**config.mk**
```make
export PLATFORM = sky130hd
export DESIGN_NAME = cbf_ctrl
export DESIGN_NICKNAME = d
export VERILOG_FILES = /design/src/rtl/core/cbf_pkg.sv /design/src/rtl/core/cbf_ctrl.sv
export SDC_FILE = /design/constraint.sdc
export NUM_CORES = 1
export LEC_CHECK = 0
export ABC_CLOCK_PERIOD_IN_PS = 1200
export CELL_PAD_IN_SITES_DETAIL_PLACEMENT = 1
export CELL_PAD_IN_SITES_GLOBAL_PLACEMENT = 2
export CORE_AREA = 2 2 39 41
export DETAILED_ROUTE_END_ITERATION = 8
export DIE_AREA = 0 0 41 43
export DONT_BUFFER_PORTS = 1
export HOLD_SLACK_MARGIN = 0.06
export PLACE_DENSITY = 0.32
export SLEW_MARGIN = 20
export SYNTH_ARGS = -nofsm -noshare
export SYNTH_HDL_FRONTEND = slang
export SYNTH_SLANG_ARGS = --single-unit
```
**constraint.sdc**
```tcl
create_clock -name aclk -period 1.2 [get_ports aclk]
set_clock_uncertainty 0.15 [all_clocks]
set_input_delay 0.18 -clock aclk [delete_from_list [all_inputs] [get_ports aclk]]
set_output_delay 0.18 -clock aclk [all_outputs]
set_load 0.03 [all_outputs]
```
**src/rtl/core/cbf_pkg.sv**
```systemverilog
// Shared types and codes for the circular byte FIFO.
// No dependencies; imported by the controller, datapath and top level.
package cbf_pkg;

    // Operation codes
    localparam logic [2:0] OP_PUSH     = 3'd0;
    localparam logic [2:0] OP_POP      = 3'd1;
    localparam logic [2:0] OP_PEEK     = 3'd2;
    localparam logic [2:0] OP_READ_RUN = 3'd3;
    localparam logic [2:0] OP_POP_RUN  = 3'd4;
    localparam logic [2:0] OP_SKIP_RUN = 3'd5;

    // Result status codes
    localparam logic [1:0] ST_OK    = 2'd0;
    localparam logic [1:0] ST_FULL  = 2'd1;
    localparam logic [1:0] ST_NONE  = 2'd2;
    localparam logic [1:0] ST_RANGE = 2'd3;

    // Longest run emitted for one item
    localparam int unsigned MAX_RUN = 64;

    // Controller -> datapath
    typedef struct packed {
        logic accept;      // input item taken this cycle
        logic fetch_take;  // fetched byte moves into the output register
    } ctrl_cmd_t;

    // Datapath -> controller
    typedef struct packed {
        logic out_free;    // output register empty or draining this cycle
        logic needs_read;  // current input item reads the ring
        logic run_more;    // bytes remain after the one being taken
    } dp_status_t;

endpackage

```
**src/rtl/core/cbf_ctrl.sv**
```systemverilog
// Controller for the circular byte FIFO: idle/fetch state machine.
// Depends on cbf_pkg; drives the datapath through ctrl_cmd_t.
module cbf_ctrl import cbf_pkg::*; (
    input  logic       aclk,
    input  logic       aresetn,
    input  logic       s_valid,
    output logic       s_ready,
    input  dp_status_t stat,
    output ctrl_cmd_t  cmd
);

    typedef enum logic [1:0] {
        S_IDLE  = 2'b01,
        S_FETCH = 2'b10
    } state_t;

    state_t state_reg, state_next;

    always_comb begin
        s_ready        = (state_reg == S_IDLE) && stat.out_free;
        cmd.accept     = s_ready && s_valid;
        cmd.fetch_take = (state_reg == S_FETCH) && stat.out_free;
    end

    always_comb begin
        state_next = state_reg;
        case (state_reg)
            S_IDLE: begin
                if (cmd.accept && stat.needs_read) begin
                    state_next = S_FETCH;
                end
            end
            S_FETCH: begin
                if (cmd.fetch_take && !stat.run_more) begin
                    state_next = S_IDLE;
                end
            end
            default: state_next = S_IDLE;
        endcase
    end

    always_ff @(posedge aclk) begin
        if (!aresetn) begin
            state_reg <= S_IDLE;
        end else begin
            state_reg <= state_next;
        end
    end

endmodule

```
# Word level (Yosys, flattened, before mapping)
# Index checks and enable logic that the tools add are counted.
[totals] reg_bits=2 latchBits=0 ram_bits=0 rom_bits=0 wordCells=15 n_memories=0
[op_classes] n_addsub=0 mul=0 div=0 magnitude_cmp=0 n_eq_ne=4 shifts=0 n_mux=3 bitwise=0 reduce_logical=7
[op_table] operator="$logic_and A1 B1 Y1" count=5
[op_table] operator="$mux W2" count=2
[op_table] operator="$ne A2 B1 Y1 const B" count=2
[op_table] operator="$pmux W2 S2" count=1
[op_table] operator="$eq A2 B1 Y1 const B" count=1
[op_table] operator="$eq A2 B2 Y1 const B" count=1
[op_table] operator="$reduce_and A2 Y1" count=1
[op_table] operator="$logic_not A1 Y1" count=1

# Logic depth before layout (Yosys ltp)
# Gate-level depths: netlist (run 1).
[logic_depth] ltp_word=6 ltp_mapped=2 ltp_nobuf=2

# Least setup slack after synthesis (run 1)
# Ideal clock, no wire load.
[synth_path] kind="register to register" startpoint="reg state_reg[1]" endpoint="reg state_reg[1]" setup_time_ps=117 arrival_time_ps=813 required_time_ps=933 slack_ps=119 stages_incl_launch_ff=3 period_less_slack_ps=1081 path_cell_list="dfxtp_1 > and4b_4 > a32o_2"
[synth_lines] item="start: declaration" line_no="cbf_ctrl.sv:17" text="state_t state_reg, state_next;"
[synth_lines] item="start signal: assignment" line_no="cbf_ctrl.sv:46" text="state_reg <= state_next;"

==> results of run 1 <==
==> what timing repair did <==
action                                  4_1_cts  5_1_grt
gates resized for setup                       2        0
endpoints found under the hold margin         2        0
hold buffers                                  3        0
endpoints found under the setup margin        3        3
gates cloned                                  0        0
==> logic make-up (layout without fill, tap and decap cells) <==
group	Yosys count	after routing
AOI/OAI and AO/OA	2	2
and+or+nand+nor	5	5
DFF	2	2
buffers and inverters	0	6
==> where the power goes <==
part	switching (mW)	leakage, nW	internal (mW)
Sequential	0.00141	0.0163	0.0694
Combinational	0.0159	0.0478	0.0149
Clock	0.0344	0.0138	0.110
Total	0.0517	0.0779	0.194
==> worst min path at each step <==
stage | to | slack [ns] | start
final | state_reg[1] | 0.06 | stat[0]
after global routing | state_reg[1] | 0.06 | stat[0]
after CTS | state_reg[1] | 0.06 | stat[0]
after detailed placement | state_reg[0] | 0.17 | stat[1]
after global placement | state_reg[0] | 0.17 | stat[1]
after floorplan | state_reg[0] | 0.15 | stat[1]
==> layout make-up <==
class | count | area share (%)
Clock buffer | 3 | 12.1
Tap cell | 16 | 10.7
Sequential cell | 2 | 22.8
Timing Repair Buffer | 3 | 16.1
Multi-Input combinational cell | 7 | 38.3
==> metrics by stage <==
step	total power, mW	setup WS, ns	util (%)
after floorplan	0.0911	0.119	-
after global placement	0.0932	0.0672	9.49
after detailed placement	0.0933	0.0645	9.49
after CTS	0.256	-0.0804	13.5
after global routing	0.267	-0.108	13.5
final	0.246	-0.0684	13.5
==> synth_stat cells <==
| cell | n | area share, % |
|---|---|---|
| and3b_2 | 3 | 27 |
| a32oi_1 | 1 | 7.9 |
| or2b_1 | 1 | 6.7 |
| and4b_4 | 1 | 12 |
| a32o_2 | 1 | 10 |
| dfxtp_1 | 2 | 36 |
==> layer usage <==
metal  global-route usage (%)  share of wire [%]  up-vias  routed length (um)
li1                         -                  -       51                   -
met4                     2.00                  0        0                   0
met2                     4.06                 41        8                 120
met3                     8.38                 19        0                  56
met5                        0                  0        -                   0
met1                     2.55                 39       47                 114
==> impl_metrics.toml, run 1 <==
[setup_path]
cp_max_fo = 4
cp.arrival_ns = 0.94
reg2reg_slack_ns = 0.08
critical_path_class = "reg -> out"
cp_num_buf_inv = 0
cp-startpoint = "state_reg[1]"
worstPathRequired_ns = 0.87
reg2reg_from = "state_reg[1]"
cp_slowest_cell = "and4b_4"
start_kind = "flop"
crit_chain = "and4b_4"
worstSetupEndpointType = "primary output"
timing.rr.end = "state_reg[1]"
cp.depth = 1
crit_path_end = "cmd[1]"
crit_family = "simple AND/OR/NAND/NOR gates"
reg2reg_depth = 2
max_stage_delay_ns = 0.41

[sta]
tightest_slew_ns = 0.170
finalCriticalPeriod_ns = 1.27
slew_headroom_pct = 88.7
hold_viol_final = 0
finalCritPeriodShare_pct = 106
max_freq_mhz = 788
grt_setup_unrepaired = "true"
worst_slack_ns = -0.0684
finalMaxSlewViolations = 0
setup_viol = 1
holdWs_ns = 0.0565
fin_setup_tns_ns = -0.0684

[outcome]
failed_checks = "setup timing"
status = "complete, but fails checks"

[cts]
cts_tree = "done"
clk_pin_slew_ns = 0.03
clock_sinks = 2
cts_max_level = 1
clk_latency_ns = 0.22
clock_path_buffers = 2
post_cts_buffers = 0
clock-root-buffer = "clkbuf_4"
cts-buffers-inserted = 3

[layout]
finalInstanceArea_um2 = 186
fill_cells = 163
drive_above_1_share_pct = 66.7
antenna_cells = 0
area_delta_synth_final_pct = 67.4
largest_reg_flops = 2
final_cell_mix = "and3b_2 (3), clkbuf_4 (3), dlygate4sd3_1 (3), dfxtp_2 (2)"
multiInputGateArea_um2 = 71.3
finalNonFillerCells = 31
seqCellArea_um2 = 42.5
fin_nets = 23

[power_and_ir_drop]
powerDensity_nw_per_um2 = 1320
power.leakage_nw = 0.0779
peakVddDrop_mv = 0.375

[die]
die-area_um2 = 1760
die_w_um = 41
io_pins = 9
core_area_um2 = 1380
num_rows = 14
start_util_pct = 8.05
die_h_um = 43

[logic_synthesis]
yosys-mux-area-fraction_pct = 0
synth_area_per_cell_um2 = 12.4
netlist_instances = 9
ys_types = 6
ys_ff_latch = 2
synth.cell_area_um2 = 111
synthSimpleGateAreaFrac_pct = 46.1
synth_top_family_by_area = "simple AND/OR/NAND/NOR gates"
yosysWarnings = 0
syn_nets = 15
synth_xor_area_share_pct = 0
seq_area_frac_synth_pct = 36.0
synthAdderAreaFrac_pct = 0
synth_compound_area_share_pct = 18.0

[drt]
wl_per_cell_um = 9.39
dr.pass1.iters = 2
via_per_inst = 3.42
wl_um = 291
drt_iter0_drc = 2
drc_errors = 0
dr_total_vias = 106
ant_nets = 0

[placed_design]
port_buffers = 0
place_congestion = 0.498
dpl_cell_area_um2 = 131
place_inst = 25

[global_route]
grt_overflow = 0
grt_antenna_before_repair = 0
grt_max_degree = 5
grt_pass1_vias = 100
grt_usage_pct = 4.00
grt_pass1_wl_um = 372

[worst_hold_path]
hold_depth = 2
hp-class = "in -> reg"

[run]
max-cap-violations = 0
Power figures use the tool's default switching activity.
==> run 2, diff against run 1 <==
- PLACE_DENSITY: 0.32 -> unset
- PLACE_DENSITY_LB_ADDON: unset -> 0.08
==> impl_metrics.toml, run 2 (same netlist as run 1, synthesis figures left out) <==
[worst_hold_path]
hold_depth = 2
hp-class = "in -> reg"

[global_route]
grt_overflow = 0
grt_pass1_wl_um = 572
grt_max_degree = 5
grt_usage_pct = 6.01
grt_pass1_vias = 144
grt_antenna_before_repair = 0

[power_and_ir_drop]
peakVddDrop_mv = 0.172
p_switching_uw = 58.7
power.leakage_nw = 0.0780
clock_power_share_pct = 59.4
p_seq_share_pct = 28.0
combinationalPowerShare_pct = 12.6
p_int_uw = 195
powerDensity_nw_per_um2 = 1360
switching_share_pct = 23.2
p_total_uw = 254

[layout]
final_cell_mix = "and3b_2 (3), clkbuf_4 (3), dlygate4sd3_1 (3), dfxtp_2 (2)"
finalInstanceArea_um2 = 186
largest_reg_flops = 2
post-route-util_pct = 13.5
fin_nets = 23
finalNonFillerCells = 31
antenna_cells = 0
drive_above_1_share_pct = 66.7
area_delta_synth_final_pct = 67.4

[setup_path]
start_kind = "flop"
crit_family = "simple AND/OR/NAND/NOR gates"
cp_max_fo = 4
cp_num_buf_inv = 0
cp_slowest_cell = "and4b_4"
worstSetupEndpointType = "primary output"
crit_chain = "and4b_4"
cp.depth = 1
max_stage_delay_ns = 0.41
reg2reg_depth = 2
cp.arrival_ns = 0.96
worstPathRequired_ns = 0.87
critical_path_class = "reg -> out"

[sta]
finalCritPeriodShare_pct = 107
finalMaxSlewViolations = 0
tightest_slew_ns = 0.181
holdWs_ns = 0.0519
hold_viol_final = 0
grt_setup_unrepaired = "true"
finalCriticalPeriod_ns = 1.29
worst_slack_ns = -0.0850
fin_setup_tns_ns = -0.0988
max_freq_mhz = 778
slew_headroom_pct = 87.9
setup_viol = 3

[cts]
clock-root-buffer = "clkbuf_4"
post_cts_buffers = 0
clock_path_buffers = 2
clk_latency_ns = 0.23
cts-buffers-inserted = 3
clock_sinks = 2
cts_max_level = 1
cts_tree = "done"
clk_pin_slew_ns = 0.03

[die]
start_util_pct = 8.05
die-area_um2 = 1760
num_rows = 14
io_pins = 9
core_area_um2 = 1380
die_h_um = 43
die_w_um = 41

[drt]
dr_total_vias = 108
wl_um = 397
via_per_inst = 3.48
drt_iter0_drc = 0
wl_per_cell_um = 12.8
drc_errors = 0
dr.pass1.iters = 1
ant_nets = 0

[run]
max-cap-violations = 0

[outcome]
failed_checks = "setup timing"
status = "complete, but fails checks"

[placed_design]
place_ws_ns = 0.0675
place_inst = 25
dpl_cell_area_um2 = 131
port_buffers = 0
place_congestion = 0.558
-- run 2: power groups by stage --
| stage | Clock (mW) | Combinational (mW) | Sequential (mW) |
|---|---|---|---|
| 6_report | 0.151 | 0.0320 | 0.0709 |
| 5_1_grt | 0.175 | 0.0339 | 0.0710 |
| 4_1_cts | 0.163 | 0.0319 | 0.0708 |
| 3_5_place_dp | 0 | 0.0226 | 0.0713 |
| 3_3_place_gp | 0 | 0.0217 | 0.0709 |
| 2_1_floorplan | 0 | 0.0204 | 0.0707 |
-- run 2: worst paths after layout --
kind,start,to,slack (ns)
setup reg to reg,state_reg[1],state_reg[1],0.08
setup / recovery,state_reg[1],cmd[1],-0.09
hold / removal,stat[0],state_reg[1],0.05
hold reg to reg,state_reg[1],state_reg[0],0.47
-- run 2: area by class of cell --
cell class | count | area [um2]
clock buffers | 3 | 22.5
fillers | 162 | 1200
multi-input cells | 7 | 71.3
flip-flops and latches | 2 | 42.5
well taps | 16 | 20.0
repair buffers | 3 | 30.0
-- run 2: per-layer routing --
layer / routed length, um / part of all wire (%) / up-vias / track usage [%]
li1: - / - / 51 / -
met5: 0 / 0 / - / 0
met3: 107 / 27 / 0 / 9.42
met1: 99 / 25 / 48 / 2.88
met4: 0 / 0 / 0 / 6.00
met2: 190 / 48 / 9 / 7.50
-- run 2: timing repair --
action                                  in CTS  in global routing
gates resized for setup                      2                  0
endpoints found under the hold margin        2                  1
cloned                                       0                  0
hold buffers                                 3                  1
pin swaps                                    1                  0
endpoints found under the setup margin       3                  4
